<file path="src/rtl/psxy_pkg.sv">
package psxy_pkg;

   // Width of the coordinate fields on the ports.
   localparam int FIELD_BITS = 11;

   typedef enum logic [2:0] {
      ST_IDLE,
      ST_RD,
      ST_CMP,
      ST_PUT,
      ST_OUT
   } psxy_state_type;

   // Handshake and result flags from the sequencer to the top level.
   typedef struct packed {
      logic busy;
      logic valid;
      logic last;
      logic ovf;
   } psxy_status_type;

endpackage

</file>
<file path="src/rtl/psxy_store.sv">
module psxy_store import psxy_pkg::*; #(
   parameter int DEPTH = 64,
   parameter int WIDTH = 22
) (
   input  logic                     clock,
   input  logic                     we,
   input  logic [$clog2(DEPTH)-1:0] waddr,
   input  logic [WIDTH-1:0]         wdata,
   input  logic [$clog2(DEPTH)-1:0] raddr,
   output logic [WIDTH-1:0]         rdata
);

   logic [WIDTH-1:0] mem [DEPTH];
   logic [WIDTH-1:0] rdata_ff;

   always_ff @(posedge clock) begin
      if (we) begin
         mem[waddr] <= wdata;
      end
      rdata_ff <= mem[raddr];
   end

   assign rdata = rdata_ff;

endmodule

</file>
<file path="src/rtl/psxy_ctrl.sv">
module psxy_ctrl import psxy_pkg::*; #(
   parameter int DEPTH    = 64,
   parameter int KEY_BITS = 22
) (
   input  logic                     clock,
   input  logic                     reset,
   input  logic                     start,
   input  logic [KEY_BITS-1:0]      key_req,
   input  logic                     req_last,
   input  logic [KEY_BITS-1:0]      mem_rdata,
   output logic                     mem_we,
   output logic [$clog2(DEPTH)-1:0] mem_waddr,
   output logic [KEY_BITS-1:0]      mem_wdata,
   output logic [$clog2(DEPTH)-1:0] mem_raddr,
   output psxy_status_type          status
);

   localparam int CNT_W = $clog2(DEPTH + 1);
   localparam int AW    = $clog2(DEPTH);

   psxy_state_type      state_ff, state_in;
   logic [KEY_BITS-1:0] key_ff, key_in;
   logic                is_last_ff, is_last_in;
   logic [CNT_W-1:0]    pos_ff, pos_in;
   logic [CNT_W-1:0]    count_ff, count_in;
   logic                ovf_ff, ovf_in;
   logic                pend_ff, pend_in;
   logic                pend_last_ff, pend_last_in;
   logic                pend_ovf_ff, pend_ovf_in;

   logic             accept;
   logic             full;
   logic             greater;
   logic             out_end;
   logic [CNT_W-1:0] pos_m1;

   assign accept  = start && (state_ff == ST_IDLE);
   assign full    = (count_ff == CNT_W'(DEPTH));
   assign greater = (mem_rdata > key_ff);
   assign pos_m1  = pos_ff - 1'b1;
   assign out_end = (pos_ff == (count_ff - 1'b1));

   // Next state.
   always_comb begin
      state_in = state_ff;
      unique case (state_ff)
         ST_IDLE: begin
            if (accept) begin
               if (full) begin
                  state_in = req_last ? ST_OUT : ST_IDLE;
               end else if (count_ff == '0) begin
                  state_in = ST_PUT;
               end else begin
                  state_in = ST_RD;
               end
            end
         end
         ST_RD: begin
            state_in = ST_CMP;
         end
         ST_CMP: begin
            if (greater) begin
               state_in = (pos_ff == CNT_W'(1)) ? ST_PUT : ST_RD;
            end else begin
               state_in = is_last_ff ? ST_OUT : ST_IDLE;
            end
         end
         ST_PUT: begin
            state_in = is_last_ff ? ST_OUT : ST_IDLE;
         end
         ST_OUT: begin
            state_in = out_end ? ST_IDLE : ST_OUT;
         end
         default: begin
            state_in = ST_IDLE;
         end
      endcase
   end

   // Datapath and memory control.
   always_comb begin
      key_in       = key_ff;
      is_last_in   = is_last_ff;
      pos_in       = pos_ff;
      count_in     = count_ff;
      ovf_in       = ovf_ff;
      pend_in      = 1'b0;
      pend_last_in = 1'b0;
      pend_ovf_in  = ovf_ff;
      mem_we       = 1'b0;
      mem_waddr    = pos_ff[AW-1:0];
      mem_wdata    = key_ff;
      mem_raddr    = pos_m1[AW-1:0];
      unique case (state_ff)
         ST_IDLE: begin
            if (accept) begin
               key_in     = key_req;
               is_last_in = req_last;
               if (full) begin
                  ovf_in = 1'b1;
                  pos_in = '0;
               end else begin
                  pos_in = count_ff;
               end
            end
         end
         ST_RD: begin
            mem_raddr = pos_m1[AW-1:0];
         end
         ST_CMP: begin
            mem_we = 1'b1;
            if (greater) begin
               // Move the larger neighbor up one slot and keep walking down.
               mem_wdata = mem_rdata;
               pos_in    = pos_m1;
            end else begin
               mem_wdata = key_ff;
               count_in  = count_ff + 1'b1;
               pos_in    = '0;
            end
         end
         ST_PUT: begin
            mem_we    = 1'b1;
            mem_wdata = key_ff;
            count_in  = count_ff + 1'b1;
            pos_in    = '0;
         end
         ST_OUT: begin
            mem_raddr    = pos_ff[AW-1:0];
            pend_in      = 1'b1;
            pend_last_in = out_end;
            pend_ovf_in  = ovf_ff;
            pos_in       = pos_ff + 1'b1;
            if (out_end) begin
               count_in = '0;
               ovf_in   = 1'b0;
            end
         end
         default: begin
            pos_in = '0;
         end
      endcase
   end

   always_ff @(posedge clock) begin
      if (reset) begin
         state_ff <= ST_IDLE;
         count_ff <= '0;
         ovf_ff   <= 1'b0;
         pend_ff  <= 1'b0;
      end else begin
         state_ff <= state_in;
         count_ff <= count_in;
         ovf_ff   <= ovf_in;
         pend_ff  <= pend_in;
      end
      key_ff       <= key_in;
      is_last_ff   <= is_last_in;
      pos_ff       <= pos_in;
      pend_last_ff <= pend_last_in;
      pend_ovf_ff  <= pend_ovf_in;
   end

   assign status.busy  = (state_ff != ST_IDLE);
   assign status.valid = pend_ff;
   assign status.last  = pend_last_ff;
   assign status.ovf   = pend_ovf_ff;

   a_count_range: assert property (@(posedge clock) disable iff (reset)
      count_ff <= CNT_W'(DEPTH))
      else $error("point count exceeds store depth");

   a_write_states: assert property (@(posedge clock) disable iff (reset)
      mem_we |-> (state_ff == ST_CMP || state_ff == ST_PUT))
      else $error("store written outside insertion");

   a_result_from_scan: assert property (@(posedge clock) disable iff (reset)
      pend_ff |-> $past(state_ff == ST_OUT))
      else $error("result strobe without an output read");

   a_set_cleared: assert property (@(posedge clock) disable iff (reset)
      (pend_ff && pend_last_ff) |-> (count_ff == '0 && !ovf_ff && state_ff == ST_IDLE))
      else $error("set not cleared after its final result");

endmodule

</file>
<file path="src/rtl/point_sort_xy_core.sv">
// Lexicographic point sorter.
// Points arrive one item at a time on req_point_x / req_point_y; an item is
// taken at a rising edge where start is high and busy is low. Each point is
// placed into a sorted store by insertion: a single key comparator walks down
// the stored points, each step a store read followed by a compare, shifting
// larger points up one slot until the new point's place is found. Inserting
// into an empty store writes the point directly; busy is high throughout an
// insertion. A point that finds the store full is dropped at once and busy
// stays low, unless that point closes the set.
// An item with req_is_last set closes the set. After its insertion the store
// is read out in ascending order of x, then y, one point per cycle; each
// result appears in the cycle after its store read because the read is
// registered. A set of n points therefore streams out as n back-to-back
// results with rsp_valid high, rsp_last_out high on the final one.
// Points beyond DEPTH are dropped and rsp_overflow is reported on every result
// of that set. Count and overflow return to zero once the set has been sent.
// The receiver cannot stall: each result is present for exactly one cycle.
// Synchronous reset empties the store logically (count zero) and idles the
// sequencer; no clearing pass is needed since only written entries are read.
module point_sort_xy_core import psxy_pkg::*; #(
   parameter int DEPTH      = 64,
   parameter int COORD_BITS = 11
) (
   input  logic                  clock,
   input  logic                  reset,
   input  logic                  start,
   output logic                  busy,
   input  logic [FIELD_BITS-1:0] req_point_x,
   input  logic [FIELD_BITS-1:0] req_point_y,
   input  logic                  req_is_last,
   output logic                  rsp_valid,
   output logic [FIELD_BITS-1:0] rsp_sorted_x,
   output logic [FIELD_BITS-1:0] rsp_sorted_y,
   output logic                  rsp_last_out,
   output logic                  rsp_overflow
);

   localparam int KEY_BITS = 2 * COORD_BITS;
   localparam int AW       = $clog2(DEPTH);

   // The sort key packs x above y so one unsigned compare orders by x, then y.
   logic [KEY_BITS-1:0] key_req;
   logic [KEY_BITS-1:0] mem_rdata;
   logic [KEY_BITS-1:0] mem_wdata;
   logic [AW-1:0]       mem_waddr;
   logic [AW-1:0]       mem_raddr;
   logic                mem_we;
   psxy_status_type     status;

   assign key_req = {COORD_BITS'(req_point_x), COORD_BITS'(req_point_y)};

   psxy_ctrl #(
      .DEPTH    (DEPTH),
      .KEY_BITS (KEY_BITS)
   ) u_ctrl (
      .clock     (clock),
      .reset     (reset),
      .start     (start),
      .key_req   (key_req),
      .req_last  (req_is_last),
      .mem_rdata (mem_rdata),
      .mem_we    (mem_we),
      .mem_waddr (mem_waddr),
      .mem_wdata (mem_wdata),
      .mem_raddr (mem_raddr),
      .status    (status)
   );

   psxy_store #(
      .DEPTH (DEPTH),
      .WIDTH (KEY_BITS)
   ) u_store (
      .clock (clock),
      .we    (mem_we),
      .waddr (mem_waddr),
      .wdata (mem_wdata),
      .raddr (mem_raddr),
      .rdata (mem_rdata)
   );

   // Results come straight from the registered store read.
   assign busy         = status.busy;
   assign rsp_valid    = status.valid;
   assign rsp_last_out = status.last;
   assign rsp_overflow = status.ovf;
   assign rsp_sorted_x = FIELD_BITS'(mem_rdata[KEY_BITS-1:COORD_BITS]);
   assign rsp_sorted_y = FIELD_BITS'(mem_rdata[COORD_BITS-1:0]);

endmodule
</file>
<file path="config.mk">
export PLATFORM = sky130hd
export DESIGN_NAME = point_sort_xy_core
export DESIGN_NICKNAME = d
export VERILOG_FILES = /design/src/rtl/psxy_pkg.sv /design/src/rtl/psxy_store.sv /design/src/rtl/psxy_ctrl.sv /design/src/rtl/point_sort_xy_core.sv
export SDC_FILE = /design/constraint.sdc
export NUM_CORES = 2
export LEC_CHECK = 0
export ABC_AREA = 1
export ABC_CLOCK_PERIOD_IN_PS = 6200
export BUFFER_PORTS_ARGS = -buffer_cell sky130_fd_sc_hd__buf_2
export CORE_AREA = 2 2 417 419
export DETAILED_ROUTE_END_ITERATION = 16
export DIE_AREA = 0 0 419 421
export GPL_ROUTABILITY_DRIVEN = 1
export PLACE_DENSITY_LB_ADDON = 0.12
export SYNTH_ARGS = -nofsm -noshare
export SYNTH_HDL_FRONTEND = slang
export SYNTH_SLANG_ARGS = --single-unit
</file>
<file path="constraint.sdc">
create_clock -name clock -period 6.2 [get_ports clock]
set_input_delay 0.93 -clock clock [delete_from_list [all_inputs] [get_ports clock]]
set_output_delay 0.93 -clock clock [all_outputs]
set_load 0.02 [all_outputs]
</file>
==> results.md <==
- Largest net degree at the start of global routing: approximately 160
- GRT overflow: 0
- Max Clk Rate: 225 MHz
- Drt first pass iters: 5
- Root buffer cell: clkbuf_16
- Hold path depth: 1
- Via-to-Cell Ratio: around 5.3
- Status: completed
- R2r setup slk: approximately 1.8 ns
- Die Ht: 421 um
- RSZ-0062 raised after global routing: no
- Final Instance Count excl. Fillers: 7597
- # hold bufs at CTS: 0
- Initial core utilization: 0.348
- Data required, critical path: between 6 and 7 ns
- Syn_area_per_cell: 11.8 um^2
- Post-synth top area cell: edfxtp_1
- DR vias: 39998
- Setup Fix Bufs, Post-CTS: 0
- Synth Area in Adders: 0.00584
- Fin nets: slightly above 5000
- R2R Path End: u_store.mem[7][21]
- CTS H-Tree Depth: 4
- Total CTS buffers: about 170
- Die extent in x: between 400 and 500 um
- Post-synth EDFFs: approximately 1400
- CP Max Fanout: 33
- Seq/Total Area, Yosys: 0.732
- CP arrival: 4.99 ns
- DRC Markers: 0
- Worst hold path startpoint: req_point_y[2]
- Gr usage total: 0.234
- Fin crit period: around 4.4 ns
- Share of the clock period used by the worst path: 0.715
- Synthesized cell area: about 60000 um^2
- Initial antenna violation count: 6
- Hold path endpoint: u_ctrl.key_ff[2]
- Final WL: 209000 um
- Rows: approximately 150
- First-pass GRT wire length: ~300000 um
- VDD IR-drop max: ~0.0010 V
- Post-Synth Simple-Gate Area: 0.225
- P_leak: between 0.02 and 0.025 uW
- Overall Power: just over 40000 uW
- Core footprint: 172000 um^2
- Ys async rst share: 0
- Max-Cap Viols: 0
- # clock sinks: 1474
- Pre-CTS WS: 1.78 ns
- Port buffer count: 51
- Number of global-route vias before repair: 38083
- Design area: roughly 69000 um^2
- Synth Flop Type: edfxtp_1
- Post-synthesis xor/xnor area fraction: 0.00146
- Synth Register Bits: around 1500
- Placed cell area: around 64000 um^2
- Clk buf depth: 3
- Slew Viols, Final: 0
- Final setup margin: between 1.5 and 2 ns
- Initial DRC Count: around 4200
- Type of origin of the critical path: flip-flop
- Num ports: 52
- Die footprint: approximately 180000 um^2
- Post-route ant nets: 0
- Cell variety after synth: 37
- Cells on worst reg2reg path: 14
- Worst skew pair latency: roughly 0.79 ns
- Setup Skew: 0.0280 ns
- Setup violators final: 0
- Post-CTS Resized: 0
- Share of cells above drive strength 1: 0.0989
- Reg-to-Reg Start: u_ctrl.key_ff[21]
- RD Place Congestion: around 0.95
- CP endpoint kind: flip-flop
- Least-Margin Pin Slew: roughly 1.3 ns
- Synth top area share: 0.720
- Hold Vio Cnt, Final: 0
- Largest cells by area after synthesis: edfxtp_1, nand3_1, nand2_1
- Largest family of logic cells by synthesized area: simple AND/OR/NAND/NOR gates
- Syn nets: between 5000 and 6000
- WL/cell: 27.5 um
- Syn. warnings: 0
- Placed cells: roughly 7300
- CTS tree: done
- Compound-gate portion of the synthesized area: 0.00597
- Hold WC Path Type: input port to flip-flop
- Slew HR: 0.153
- PwrDens: between 500 and 600 nW/um^2
- Area grow syn2layout: 14.3%
- Post-Synthesis Cells: slightly above 5000
- HPWL after DPL: between 100000 and 150000 um
- Mux share of post-synthesis cell area: 0
- Final setup TNS: 0 ns
- Worst-path clk slew: 0.06 ns
- Critical path class: flip-flop to flip-flop
-- layout make-up --
class / count / area, um^2
multi-input combinational: 3218 / 14800
timing repair buffer: 202 / 1650
tap: 2325 / 2910
inverter: 76 / 320
antenna: 3 / 7.51
sequential: 1474 / 43900
fill: 16453 / 104000
clock inverter: 83 / 576
clock buffer: 216 / 4440
-- layer usage --
metal,global-route usage,vias up,share of wire
li1,-,18128,-
met1,0.319,20375,0.44
met2,0.384,1215,0.48
met3,0.0310,280,0.050
met4,0.0808,0,0.034
met5,0,-,0
-- state kept, by name, summed over array words and instances, names as in the netlist, 3 cells and up --
name             cells
u_store.rdata       22
u_ctrl.key_ff       22
u_store.mem       1408
u_ctrl.count_ff      7
u_ctrl.state_ff      3
u_ctrl.pos_ff        7
-- per-stage QoR --
| stage | utilization | hold WS, ns |
|---|---|---|
| 6_report | 0.398 | 0.322 |
| 3_5_place_dp | 0.368 | 0.339 |
| 5_1_grt | 0.398 | 0.289 |
| 2_1_floorplan | - | 0.331 |
| 4_1_cts | 0.398 | 0.277 |
| 3_3_place_gp | 0.368 | 0.348 |
-- layout by cell type (no fill, tap or decap), types with 27 or more instances in the layout --
| master | count |
|---|---|
| clkinv_1 | 46 |
| nand2_1 | 1650 |
| nand3_1 | 1337 |
| nor2_1 | 38 |
| inv_1 | 64 |
| clkbuf_16 | 170 |
| edfxtp_1 | 1438 |
| ha_1 | 27 |
| buf_4 | 130 |
| clkbuf_1 | 45 |
| nor2_2 | 60 |
| dfxtp_1 | 36 |
| buf_2 | 51 |
-- synthesized netlist by cell type, types with 17 or more instances --
| cell type | n |
|---|---|
| ha_1 | 28 |
| edfxtp_1 | 1438 |
| nand3_1 | 1337 |
| buf_4 | 18 |
| buf_6 | 17 |
| nand2_1 | 1650 |
| clkbuf_1 | 178 |
| buf_2 | 103 |
| nor2_1 | 97 |
| dfxtp_1 | 36 |
| inv_1 | 66 |
| o21ai_0 | 31 |
-- critical path, stage by stage (launching register included) --
cell and delay [ns]:
edfxtp_1 0.33, inv_1 0.08, ha_1 0.30, nand2_1 0.08
nor2_1 0.19, nand2_1 0.10, nor2_1 0.19, nand2_1 0.08
nand3_1 0.12, nand3_1 0.53, inv_2 0.89, buf_4 0.37
nand2_1 0.12, o21ai_4 0.34, buf_4 0.46
-- cell families (layout without fill, tap and decap cells) --
| group | count (synthesis) | count (layout) |
|---|---|---|
| other | 0 | 3 |
| XOR/XNOR | 10 | 10 |
| adder cells (fa/ha/maj) | 28 | 28 |
| AND/OR/NAND/NOR | 3118 | 3118 |
| flip-flops | 1474 | 1474 |
| buffers and inverters | 394 | 577 |
| AO/OA/AOI/OAI | 62 | 62 |
-- power breakdown --
group | switching, uW | total (uW) | leakage (uW) | internal [uW]
Combinational | 13900 | 18300 | 0.00845 | 4420
Clock | 4010 | 9240 | 0.00243 | 5230
Sequential | 187 | 12600 | 0.0133 | 12400
-- worst max path at each step --
stage	from	to	cells after the start	slack (ns)
after floorplan	u_store.rdata[21]	u_store.mem[0][21]	11	1.22
after global placement	u_ctrl.key_ff[21]	u_store.mem[9][21]	14	1.84
after detailed placement	u_ctrl.key_ff[21]	u_store.mem[13][21]	14	1.78
after CTS	u_ctrl.key_ff[21]	u_store.mem[16][21]	14	1.77
after global routing	u_ctrl.key_ff[21]	u_store.mem[18][21]	14	1.52
final	u_ctrl.key_ff[21]	u_store.mem[7][21]	14	1.76
(Power assumes the default switching activity.)
